===== src/rtl/core/mfbp_pkg.sv =====
`default_nettype none
package mfbp_pkg;

   localparam int BUFFER_BYTES = 65536;
   localparam int COUNT_WIDTH = $clog2(BUFFER_BYTES + 1);
   localparam int CMP_WIDTH = COUNT_WIDTH + 2;

   localparam int FIELD_WIDTH = 24;
   localparam int LENGTH_WIDTH = 5;
   localparam int TOTAL_WIDTH = 20;
   localparam int ACC_WIDTH = 31;
   localparam int BYTES_PER_ITEM = 3;

   localparam int QUEUE_ENTRIES = 2;
   localparam int QUEUE_PTR_WIDTH = $clog2(QUEUE_ENTRIES);
   localparam int QUEUE_COUNT_WIDTH = $clog2(QUEUE_ENTRIES + 1);

   localparam logic [1:0] MODE_WRITE = 2'd0;
   localparam logic [1:0] MODE_FLUSH = 2'd1;
   localparam logic [1:0] MODE_RESET = 2'd2;

   localparam logic [LENGTH_WIDTH-1:0] FIELD_MAX_LENGTH = LENGTH_WIDTH'(24);
   localparam logic [LENGTH_WIDTH-1:0] FLUSH_LENGTH = LENGTH_WIDTH'(7);

   typedef struct packed {
      logic [1:0]              mode;
      logic [FIELD_WIDTH-1:0]  field_bits;
      logic [LENGTH_WIDTH-1:0] field_length;
   } req_type;

   typedef struct packed {
      logic [7:0]             byte_value;
      logic                   byte_valid;
      logic                   last;
      logic [TOTAL_WIDTH-1:0] bits_written;
      logic                   overflow;
   } rsp_type;

   typedef struct packed {
      logic [BYTES_PER_ITEM-1:0][7:0] byte_list;
      logic [1:0]                     num_valid;
      logic [TOTAL_WIDTH-1:0]         bits_written;
      logic                           overflow;
   } work_type;

endpackage
`default_nettype wire


===== src/rtl/core/mfbp_queue.sv =====
`default_nettype none
module mfbp_queue (
   input  wire logic              clock,
   input  wire logic              reset,
   input  wire logic              push,
   input  wire mfbp_pkg::work_type push_data,
   output logic                   full,
   input  wire logic              pop,
   output mfbp_pkg::work_type     pop_data,
   output logic                   empty
);
   import mfbp_pkg::*;

   work_type                     entry_ff [QUEUE_ENTRIES];
   logic [QUEUE_PTR_WIDTH-1:0]   wr_ptr_ff, wr_ptr_in;
   logic [QUEUE_PTR_WIDTH-1:0]   rd_ptr_ff, rd_ptr_in;
   logic [QUEUE_COUNT_WIDTH-1:0] count_ff, count_in;
   logic                         do_push, do_pop;

   assign full     = (count_ff == QUEUE_COUNT_WIDTH'(QUEUE_ENTRIES));
   assign empty    = (count_ff == '0);
   assign do_push  = push && !full;
   assign do_pop   = pop && !empty;
   assign pop_data = entry_ff[rd_ptr_ff];

   always_comb begin
      wr_ptr_in = wr_ptr_ff;
      rd_ptr_in = rd_ptr_ff;
      count_in  = count_ff;
      if (do_push) begin
         wr_ptr_in = (wr_ptr_ff == QUEUE_PTR_WIDTH'(QUEUE_ENTRIES - 1)) ? '0 : wr_ptr_ff + 1'b1;
      end
      if (do_pop) begin
         rd_ptr_in = (rd_ptr_ff == QUEUE_PTR_WIDTH'(QUEUE_ENTRIES - 1)) ? '0 : rd_ptr_ff + 1'b1;
      end
      if (do_push && !do_pop) begin
         count_in = count_ff + 1'b1;
      end else if (do_pop && !do_push) begin
         count_in = count_ff - 1'b1;
      end
   end

   always_ff @(posedge clock) begin
      if (reset) begin
         wr_ptr_ff <= '0;
         rd_ptr_ff <= '0;
         count_ff  <= '0;
      end else begin
         wr_ptr_ff <= wr_ptr_in;
         rd_ptr_ff <= rd_ptr_in;
         count_ff  <= count_in;
      end
   end

   always_ff @(posedge clock) begin
      if (do_push) begin
         entry_ff[wr_ptr_ff] <= push_data;
      end
   end

endmodule
`default_nettype wire


===== src/rtl/core/mfbp_front.sv =====
`default_nettype none
module mfbp_front (
   input  wire logic              clock,
   input  wire logic              reset,
   input  wire logic              req_push,
   input  wire mfbp_pkg::req_type  req_payload,
   output logic                   req_full,
   output logic                   work_push,
   output mfbp_pkg::work_type     work_data,
   input  wire logic              work_full
);
   import mfbp_pkg::*;

   logic [6:0]             pending_bits_ff, pending_bits_in;
   logic [2:0]             pending_count_ff, pending_count_in;
   logic [COUNT_WIDTH-1:0] bytes_ff, bytes_in;
   logic                   overflow_ff, overflow_in;

   logic                    accept;
   logic [FIELD_WIDTH-1:0]  bits;
   logic [LENGTH_WIDTH-1:0] len;
   logic [ACC_WIDTH-1:0]    acc;
   logic [4:0]              cnt;
   logic [31:0]             aligned;
   logic [1:0]              num_bytes, emit;
   logic [CMP_WIDTH-1:0]    remaining;
   logic [COUNT_WIDTH-1:0]  bytes_new;
   logic                    overflow_new;
   logic [6:0]              pending_new;
   logic [COUNT_WIDTH+2:0]  total;

   assign req_full  = work_full;
   assign accept    = req_push && !work_full;
   assign work_push = accept;

   always_comb begin
      bits = req_payload.field_bits;
      len  = req_payload.field_length;
      if (req_payload.mode == MODE_FLUSH) begin
         bits = '0;
         len  = FLUSH_LENGTH;
      end
      if (len > FIELD_MAX_LENGTH) begin
         len = FIELD_MAX_LENGTH;
      end
      bits      = bits & ~({FIELD_WIDTH{1'b1}} << len);
      acc       = (ACC_WIDTH'(pending_bits_ff) << len) | ACC_WIDTH'(bits);
      cnt       = 5'(pending_count_ff) + len;
      aligned   = 32'(acc) << (6'd32 - {1'b0, cnt});
      num_bytes = cnt[4:3];
      remaining = CMP_WIDTH'(BUFFER_BYTES) - CMP_WIDTH'(bytes_ff);
      if (overflow_ff) begin
         emit = 2'd0;
      end else if (remaining < CMP_WIDTH'(num_bytes)) begin
         emit = 2'(remaining);
      end else begin
         emit = num_bytes;
      end
      bytes_new    = bytes_ff + COUNT_WIDTH'(emit);
      overflow_new = overflow_ff || (bytes_new == COUNT_WIDTH'(BUFFER_BYTES));
      pending_new  = acc[6:0] & ~(7'h7f << cnt[2:0]);

      pending_bits_in  = pending_bits_ff;
      pending_count_in = pending_count_ff;
      bytes_in         = bytes_ff;
      overflow_in      = overflow_ff;
      work_data.num_valid = 2'd0;
      unique case (req_payload.mode)
         MODE_WRITE, MODE_FLUSH: begin
            pending_bits_in     = pending_new;
            pending_count_in    = cnt[2:0];
            bytes_in            = bytes_new;
            overflow_in         = overflow_new;
            work_data.num_valid = emit;
         end
         MODE_RESET: begin
            pending_bits_in  = '0;
            pending_count_in = '0;
            bytes_in         = '0;
            overflow_in      = 1'b0;
         end
         default: begin
         end
      endcase

      total = {bytes_in, pending_count_in};
      work_data.byte_list[0]  = aligned[31:24];
      work_data.byte_list[1]  = aligned[23:16];
      work_data.byte_list[2]  = aligned[15:8];
      work_data.bits_written  = TOTAL_WIDTH'(total);
      work_data.overflow      = overflow_in;
   end

   always_ff @(posedge clock) begin
      if (reset) begin
         pending_bits_ff  <= '0;
         pending_count_ff <= '0;
         bytes_ff         <= '0;
         overflow_ff      <= 1'b0;
      end else if (accept) begin
         pending_bits_ff  <= pending_bits_in;
         pending_count_ff <= pending_count_in;
         bytes_ff         <= bytes_in;
         overflow_ff      <= overflow_in;
      end
   end

   overflow_needs_full_count: assert property (@(posedge clock) disable iff (reset)
      overflow_ff |-> bytes_ff == COUNT_WIDTH'(BUFFER_BYTES))
      else $error("overflow set below the byte limit");

   count_within_limit: assert property (@(posedge clock) disable iff (reset)
      CMP_WIDTH'(bytes_ff) <= CMP_WIDTH'(BUFFER_BYTES))
      else $error("byte count beyond the limit");

   overflow_clears_on_reset_item: assert property (@(posedge clock) disable iff (reset)
      (!$past(reset) && $fell(overflow_ff)) |-> $past(accept && req_payload.mode == MODE_RESET))
      else $error("overflow cleared without a reset item");

endmodule
`default_nettype wire


===== src/rtl/core/mfbp_back.sv =====
`default_nettype none
module mfbp_back (
   input  wire logic              clock,
   input  wire logic              reset,
   input  wire mfbp_pkg::work_type work_head,
   input  wire logic              work_empty,
   output logic                   work_pop,
   output logic                   rsp_empty,
   input  wire logic              rsp_pop,
   output mfbp_pkg::rsp_type      rsp_payload
);
   import mfbp_pkg::*;

   logic [1:0] idx_ff, idx_in;
   logic       last;
   logic       transfer;

   assign last      = (work_head.num_valid == 2'd0) || (idx_ff == work_head.num_valid - 2'd1);
   assign rsp_empty = work_empty;
   assign transfer  = rsp_pop && !work_empty;
   assign work_pop  = transfer && last;

   always_comb begin
      idx_in = idx_ff;
      if (transfer) begin
         idx_in = last ? 2'd0 : idx_ff + 2'd1;
      end
      rsp_payload.byte_valid   = (work_head.num_valid != 2'd0);
      rsp_payload.byte_value   = rsp_payload.byte_valid ? work_head.byte_list[idx_ff] : 8'd0;
      rsp_payload.last         = last;
      rsp_payload.bits_written = work_head.bits_written;
      rsp_payload.overflow     = work_head.overflow;
   end

   always_ff @(posedge clock) begin
      if (reset) begin
         idx_ff <= '0;
      end else begin
         idx_ff <= idx_in;
      end
   end

   status_is_single: assert property (@(posedge clock) disable iff (reset)
      (!rsp_empty && !rsp_payload.byte_valid) |-> rsp_payload.last)
      else $error("status result not marked last");

   index_needs_entry: assert property (@(posedge clock) disable iff (reset)
      (idx_ff != 2'd0) |-> !work_empty)
      else $error("result index advanced with no pending entry");

   index_within_entry: assert property (@(posedge clock) disable iff (reset)
      (idx_ff != 2'd0) |-> idx_ff < work_head.num_valid)
      else $error("result index beyond the entry's bytes");

endmodule
`default_nettype wire


===== src/rtl/core/msb_first_bit_packer.sv =====
`default_nettype none
// msb-first bit packer: write items append up to 24 bits msb first to the pending bits,
// flush items append seven zero bits, reset items clear pending bits, byte count and
// overflow. each item gives one result per completed byte (up to three) or one status
// result with byte_valid low; last marks its final result and every result carries
// bits_written and overflow as they stand after the item. the front takes one item per
// cycle while the queue is not full and classifies it in that cycle; the back delivers
// one result per pop transfer, so an item takes as many transfers as it has results.
// a two-entry queue between front and back lets the front keep taking items while
// results wait. once BUFFER_BYTES bytes have gone out, overflow stays set and later
// bytes are dropped until a reset item.
module msb_first_bit_packer (
   input  wire logic              clock,
   input  wire logic              reset,
   input  wire logic              req_push,
   input  wire mfbp_pkg::req_type  req_payload,
   output logic                   req_full,
   output logic                   rsp_empty,
   input  wire logic              rsp_pop,
   output mfbp_pkg::rsp_type      rsp_payload
);
   import mfbp_pkg::*;

   logic     work_push, work_full, work_pop, work_empty;
   work_type work_data, work_head;

   mfbp_front u_front (
      .clock       (clock),
      .reset       (reset),
      .req_push    (req_push),
      .req_payload (req_payload),
      .req_full    (req_full),
      .work_push   (work_push),
      .work_data   (work_data),
      .work_full   (work_full)
   );

   mfbp_queue u_queue (
      .clock     (clock),
      .reset     (reset),
      .push      (work_push),
      .push_data (work_data),
      .full      (work_full),
      .pop       (work_pop),
      .pop_data  (work_head),
      .empty     (work_empty)
   );

   mfbp_back u_back (
      .clock       (clock),
      .reset       (reset),
      .work_head   (work_head),
      .work_empty  (work_empty),
      .work_pop    (work_pop),
      .rsp_empty   (rsp_empty),
      .rsp_pop     (rsp_pop),
      .rsp_payload (rsp_payload)
   );

endmodule
`default_nettype wire


===== config.mk =====
export PLATFORM = sky130hd
export DESIGN_NAME = msb_first_bit_packer
export DESIGN_NICKNAME = d
export VERILOG_FILES = /design/src/rtl/core/mfbp_pkg.sv /design/src/rtl/core/mfbp_queue.sv /design/src/rtl/core/mfbp_front.sv /design/src/rtl/core/mfbp_back.sv /design/src/rtl/core/msb_first_bit_packer.sv
export SDC_FILE = /design/constraint.sdc
export NUM_CORES = 1
export LEC_CHECK = 0
export BUFFER_PORTS_ARGS = -buffer_cell sky130_fd_sc_hd__buf_2
export CORE_MARGIN = 4
export CORE_UTILIZATION = 45
export CTS_BUF_LIST = sky130_fd_sc_hd__clkbuf_4 sky130_fd_sc_hd__clkbuf_8
export DETAILED_ROUTE_END_ITERATION = 6
export GPL_TIMING_DRIVEN = 0
export PLACE_DENSITY_LB_ADDON = 0.08
export SETUP_SLACK_MARGIN = 0.02
export SYNTH_ARGS = -nofsm -noshare
export SYNTH_HDL_FRONTEND = slang
export SYNTH_SLANG_ARGS = --single-unit

===== constraint.sdc =====
create_clock -name clock -period 6.52 [get_ports clock]
set_input_delay 0 -clock clock [delete_from_list [all_inputs] [get_ports clock]]
set_output_delay 0 -clock clock [all_outputs]
set_load 0.02 [all_outputs]

======== Yosys cells after proc, flatten, opt, wreduce, memory -nomap -nowiden ========
Memories as Yosys holds them, arrays and structs flattened. A register that Yosys moved wholly into a read port is not among the register bits.
Index checks and enable logic that the tools add are counted.
operators by class
  muxes and demuxes ....................... 22
  bitwise operators ....................... 5
  equal/unequal tests ..................... 5
  reduce and logical (&&, ||, !) cells .... 21
  shift operators ......................... 4
  $add $sub $neg .......................... 10
  $lt $le $gt $ge ......................... 3
operators by type and width
  kind                                                                  count
  17-bit case mux with 2 select lines                                   1
  31-bit by 6-bit << shifter with 32-bit output                         1
  31-bit by 24-bit OR with 31-bit output                                1
  7-bit by 5-bit << shifter with 31-bit output                          1
  24-bit AND                                                            1
  24-bit 2-to-1 mux                                                     1
  24-bit NOT                                                            1
  24-bit by 5-bit << shifter with 24-bit output, first input constant   1
  19-bit by 2-bit less-than comparator with 1-bit output                1
  17-bit by 17-bit subtractor with 18-bit output, first input constant  1
  17-bit by 2-bit adder with 17-bit output                              1
  17-bit == test, second input constant                                 1
  8-bit binary-select mux with 2-bit select                             1
  8-bit 2-to-1 mux                                                      2
  7-bit case mux with 2 select lines                                    1
  2-bit 2-to-1 mux                                                      6
  5-bit 2-to-1 mux                                                      2
  7-bit AND                                                             1
  1-bit logical AND                                                     7
  7-bit NOT                                                             1
  7-bit by 3-bit << shifter with 7-bit output, first input constant     1
  2-bit logical NOT                                                     3
  1-bit 2-to-1 mux                                                      6
  3-bit case mux with 2 select lines                                    1
  other kinds (16)                                                      26
storage, ports and cells
  output and inout port bits .............. 33
  register bits after elaboration ......... 34
  memory bits (writable) .................. 94
  memories kept ........................... 1
  input port bits ......................... 35
memories
  name              words  width  read ports  clocked after memory_dff  wr ports  line              source
  u_queue.entry_ff  2      47     1           1                         1         mfbp_queue.sv:14  work_type entry_ff [QUEUE_ENTRIES];

======== Logic depth before layout (Yosys ltp) ========
  word-level depth ........................ 12
  mapped depth ............................ 30

======== Modules after synthesis ========
From an unflattened synthesis, not the netlist that was laid out.
unflattened totals
  cells, all modules ...................... 1163
  area total of the unflattened synthesis .. 10267.3 sq um
by module, submodules not included
  module      times used  seq. area each (sq um)  cells an instance  area an instance (sq um)
  mfbp_front  1           560.5                   910                6053.3
  mfbp_queue  1           2922.8                  171                3613.5
  mfbp_back   1           40.0                    82                 600.6

======== Least setup slack after synthesis ========
Ideal clock, no wire load.
  path kind ............................... in2reg
  from .................................... input req_payload[30] in the netlist's numbering
  to ...................................... register u_front.overflow_ff
  arrival time ............................ 5.285 ns
  setup time .............................. 0.078 ns
  data required time ...................... 6.442 ns
  slack ................................... 1.157 ns
  stages on the path ...................... 28
  cells stage by stage .................... buf_4 nand2b_4 buf_6 clkbuf_1 clkbuf_1 nand2_1 ha_1 ha_1 nor2_1 a211oi_1 mux2_2 inv_1 ha_1 a21boi_0 nor3_2 mux2i_1 nor2_1 ha_1 inv_1 fa_1 nor4b_2 nand4_1 nor2_1 nand3_1 mux2_2 o31ai_1 nor2_1 nor3_1
on the way
  longest elaborated chain between the ends .. 12
RTL lines
  item                                                    line                                source
  start: declaration                                      msb_first_bit_packer.sv:16          input wire mfbp_pkg::req_type req_payload,
  2-bit by 1-bit == test with 1-bit output                mfbp_front.sv:39, mfbp_front.sv:68
  5-bit 2-to-1 mux                                        mfbp_front.sv:39                    if (req_payload.mode == MODE_FLUSH) begin
  5-bit > comparator                                      mfbp_front.sv:43                    if (len > FIELD_MAX_LENGTH) begin
  5-bit 2-to-1 mux                                        mfbp_front.sv:43
  3-bit by 5-bit adder with 5-bit output                  mfbp_front.sv:48                    cnt = 5'(pending_count_ff) + len;
  19-bit by 2-bit less-than comparator with 1-bit output  mfbp_front.sv:54                    end else if (remaining < CMP_WIDTH'(num_bytes)) begin
  2-bit 2-to-1 mux                                        mfbp_front.sv:54
  2-bit 2-to-1 mux                                        mfbp_front.sv:52                    if (overflow_ff) begin
  17-bit by 2-bit adder with 17-bit output                mfbp_front.sv:59                    bytes_new = bytes_ff + COUNT_WIDTH'(emit);
  17-bit == test                                          mfbp_front.sv:60                    overflow_new = overflow_ff || (bytes_new == COUNT_WIDTH'(BUFFER_BYTES));
  1-bit logical OR                                        mfbp_front.sv:60
  1-bit case mux with 2 select lines (*)                  mfbp_front.sv:68                    unique case (req_payload.mode)
  net u_front.overflow_in                                 mfbp_front.sv:17                    logic overflow_ff, overflow_in;
  end signal: assignment                                  mfbp_front.sv:104                   overflow_ff <= overflow_in;
  end: declaration                                        mfbp_front.sv:17
The timed path passes the listed nets; every way through them passes the cells marked *.
A chain may end at the register's enable or synchronous reset.

======== Final worst setup path ========
  from .................................... input req_payload[29] in the netlist's numbering
  to ...................................... register u_front.overflow_ff
Same word-level chain as after synthesis.

==> results by group <==
Synthesis
  – Synth unique cells: 97
  – Register area share after synthesis: 36.3%
  – Post-Synthesis Cells: 1091
  – Async S/R FF share, synth: 0%
  – Post-synth top flop: edfxtp_1
  – Synth Warn #: 0
  – Synth Area per Inst: 8.89 µm²
  – Number of synthesized flops with an enable pin: 94
  – Cell area after synthesis: 0.00970 mm²
  – Post-synthesis register bit count: 129
  – Syn nets: 1140

Route
  – Vias: 9356
  – Routed length per instance: 22.7 µm
  – Antenna viol nets, final: 0
  – Drt pass-1 iters: 6
  – DR DRC count: 0
  – DR WL met2: 14500 µm
  – Iteration-0 DRC count of the detailed router: 1066
  – Detail Route met3 WL: 2580 µm
  – Vias/cell: 6.40
  – Highest Signal Layer: met4
  – Wirelength, routed: 33200 µm
  – Routed met1 length: 15200 µm

Floorplan
  – Die area: 0.0240 mm²
  – I/O pin cnt: 68
  – Die H: 155 µm
  – FP Rows: 53
  – Starting Density: 46.0%
  – Die Wd: 155 µm
  – Core area: 0.0211 mm²

Min path
  – Worst hold path class: in -> reg

Layout
  – Final core utilization: 51.3%
  – Area Overhead vs Synth: 11.4%
  – ANT cells: 0
  – Layout cells sized above 1: 18.0%
  – Most frequent cells in the layout: nand2_1, nor2_1, edfxtp_1, buf_2, o21ai_0
  – Fin nets: 1223
  – Commonest non-fill, non-tap cell in the layout: nand2_1
  – Fin cells: 1462
  – Filler Cell Count: 2046

GRT
  – Vias in the first global route: 8717
  – Gr ovfl total: 0
  – First-pass GRT wire length: 51500 µm
  – Initial antenna violation count: 0
  – Total track usage: 27.3%
  – Largest net degree at the start of global routing: 32

Worst setup path
  – Critical path class: in -> reg
  – WP data required: 6890 ps
  – Critical R2R Capture: u_front.overflow_ff$_SDFFE_PP0P_
  – Critical Path AT: 6340 ps
  – CP max FO: 10
  – Reg2reg start: u_front.bytes_ff[1]$_SDFFE_PP0P_
  – CP endpoint: u_front.overflow_ff$_SDFFE_PP0P_
  – Startpoint class of the critical path: primary input
  – Flop-to-flop setup slack: 690 ps
  – Crit end category: flop
  – Setup crit start: req_payload[29]
  – Reg2Reg Depth: 20

Power and ir drop
  – Total power: 3.58 mW
  – Worst VDD drop: 0.142 mV
  – Pwr dens: 331 mW/mm²
  – Static leakage: 3.85 nW

STA
  – Period Utilization, post-route: 91.6%
  – Fmax: 167 MHz
  – Setup violations, final: 0
  – Hold Fails Final Rpt: 0
  – Final slew viol count: 0
  – Minimum clock period: 5980 ps
  – RSZ-0062 raised after global routing: no
  – Worst slew margin relative to its limit: 23.4%
  – Worst-margin pin slew: 1130 ps
  – Setup Skew: 21.7 ps

Clocking
  – Clock Latency Late Sink: 450 ps
  – Post-CTS Setup Bufs: 0
  – CTS H-Tree Depth: 4
  – CTS root buffer: clkbuf_8
  – Clock Sink Count: 129
  – CTS tree: built
  – CTS buffer count: 17
  – Clock buffer depth: 2
  – Worst-path clk slew: 90 ps

Outcome
  – Status: finished clean

Placement
  – DP HPWL: 25200 µm
  – RePlAce Congestion: 0.989
  – Placed insts: 1430
  – I/O Buffers: 62

Run
  – Max Cap Viol: 0
## worst max-delay path, cell delays in order
cell and delay [ps]:
buf_2 130, nor2b_4 130, buf_6 130, buf_2 200, nor2_1 490, xnor2_1 190
ha_1 230, nor2_1 60, a211oi_1 270, mux2_2 450, inv_1 160, ha_1 240
a21boi_0 130, nor3_2 270, mux2i_1 130, nor2_1 150, ha_1 180, inv_1 50
fa_1 480, nor4b_4 500, nand4_1 290, nor2_1 210, nand3_1 130, mux2_2 300
o31ai_1 550, nor2_1 90, nor3_1 170
## metrics by stage
stage	setup WS, ps	hold WS, ps	setup TNS (ps)	instance area [µm²]
2_1_floorplan	1160	309	0	9700
3_3_place_gp	-281	455	-1430	10400
3_5_place_dp	-309	472	-1230	10400
4_1_cts	155	19.7	0	10800
5_1_grt	148	101	0	10800
6_report	545	45.8	0	10800
## cells in the mapped netlist, drive strengths merged, types with 7 or more instances
master | count | area, µm²
nor4 | 17 | 113
dfxtp | 35 | 701
a211oi | 14 | 105
inv | 25 | 93.8
a21boi | 7 | 60.1
ha | 13 | 163
nor2 | 107 | 412
o22ai | 7 | 50.1
mux2i | 31 | 314
a221o | 7 | 70.1
a21o | 9 | 67.6
mux2 | 38 | 428
nor2b | 8 | 57.6
o21ai | 80 | 404
nand3 | 45 | 225
o211ai | 27 | 218
nand2b | 12 | 82.6
nor3 | 25 | 135
buf | 37 | 233
a21oi | 58 | 290
o221ai | 10 | 87.6
o31ai | 14 | 105
a32oi | 10 | 106
clkbuf | 54 | 203
xnor2 | 13 | 144
or3 | 12 | 76.3
and2 | 11 | 68.8
a22oi | 9 | 67.6
mux4 | 12 | 270
nand4 | 9 | 56.3
edfxtp | 94 | 2820
and3 | 7 | 45.1
nand2 | 125 | 469
## sequential cells by signal, summed over array words and instances, names as in the netlist, named ones only
signal and flops:
u_queue.wr_ptr_ff 1, u_queue.entry_ff 94, u_front.overflow_ff 1, u_front.pending_count_ff 3, u_front.pending_bits_ff 7, u_front.bytes_ff 17, u_queue.rd_ptr_ff 1, u_queue.count_ff 2
u_back.idx_ff 2
## final cells by class
cell class / count / area [µm²] / share of cell area (%)
Clock buffer: 18 / 248 / 2.29
Clock inverter: 14 / 143 / 1.32
Sequential cell: 129 / 3520 / 32.6
Multi-Input combinational cell: 841 / 5650 / 52.3
Timing Repair Buffer: 65 / 360 / 3.33
Inverter: 30 / 113 / 1.04
Buffer: 90 / 433 / 4.00
Tap cell: 275 / 344 / 3.18
## how the worst min path moves through the flow
| stage | startpoint | end | slack [ps] | depth (start not counted) |
|---|---|---|---|---|
| 2_1_floorplan | rsp_pop | u_back.idx_ff[0]$_SDFFE_PP0P_ | 310 | 3 |
| 3_3_place_gp | reset | u_front.bytes_ff[16]$_SDFFE_PP0P_ | 460 | 2 |
| 3_5_place_dp | reset | u_front.bytes_ff[16]$_SDFFE_PP0P_ | 470 | 2 |
| 4_1_cts | rsp_pop | u_back.idx_ff[0]$_SDFFE_PP0P_ | 20 | 4 |
| 5_1_grt | rsp_pop | u_back.idx_ff[0]$_SDFFE_PP0P_ | 100 | 4 |
| 6_report | rsp_pop | u_back.idx_ff[0]$_SDFFE_PP0P_ | 50 | 4 |
## power breakdown
group          total [mW]  internal (mW)  switching (mW)  leakage, nW
Sequential           1.15           1.10          0.0555         1.19
Clock               0.691          0.324           0.366        0.195
Combinational        1.74          0.634            1.11         2.47
## metal layers
metal | vias up | global-route usage [%]
li1 | 4304 | -
met1 | 4528 | 40.2
met2 | 450 | 41.1
met3 | 74 | 4.70
met4 | 0 | 8.70
met5 | - | 0
## cell families (layout without fill, tap and decap cells)
| kind of cell | after synthesis | after routing | synth area share [%] |
|---|---|---|---|
| flops | 129 | 129 | 36.3 |
| simple gates | 401 | 401 | 20.0 |
| mux | 81 | 81 | 10.4 |
| compound gates | 326 | 326 | 23.7 |
| buf+inv | 121 | 217 | 5.65 |
| fa+ha+maj | 14 | 14 | 1.88 |
| xor+xnor | 19 | 19 | 2.02 |
## what timing repair did
item | CTS | global route
hold endpoints to repair | 4 | 0
endpoints found under the setup margin | 0 | 26
gates resized for setup | 0 | 3
hold buffers | 1 | 0
No activity file was read; power rests on OpenSTA's default activity.
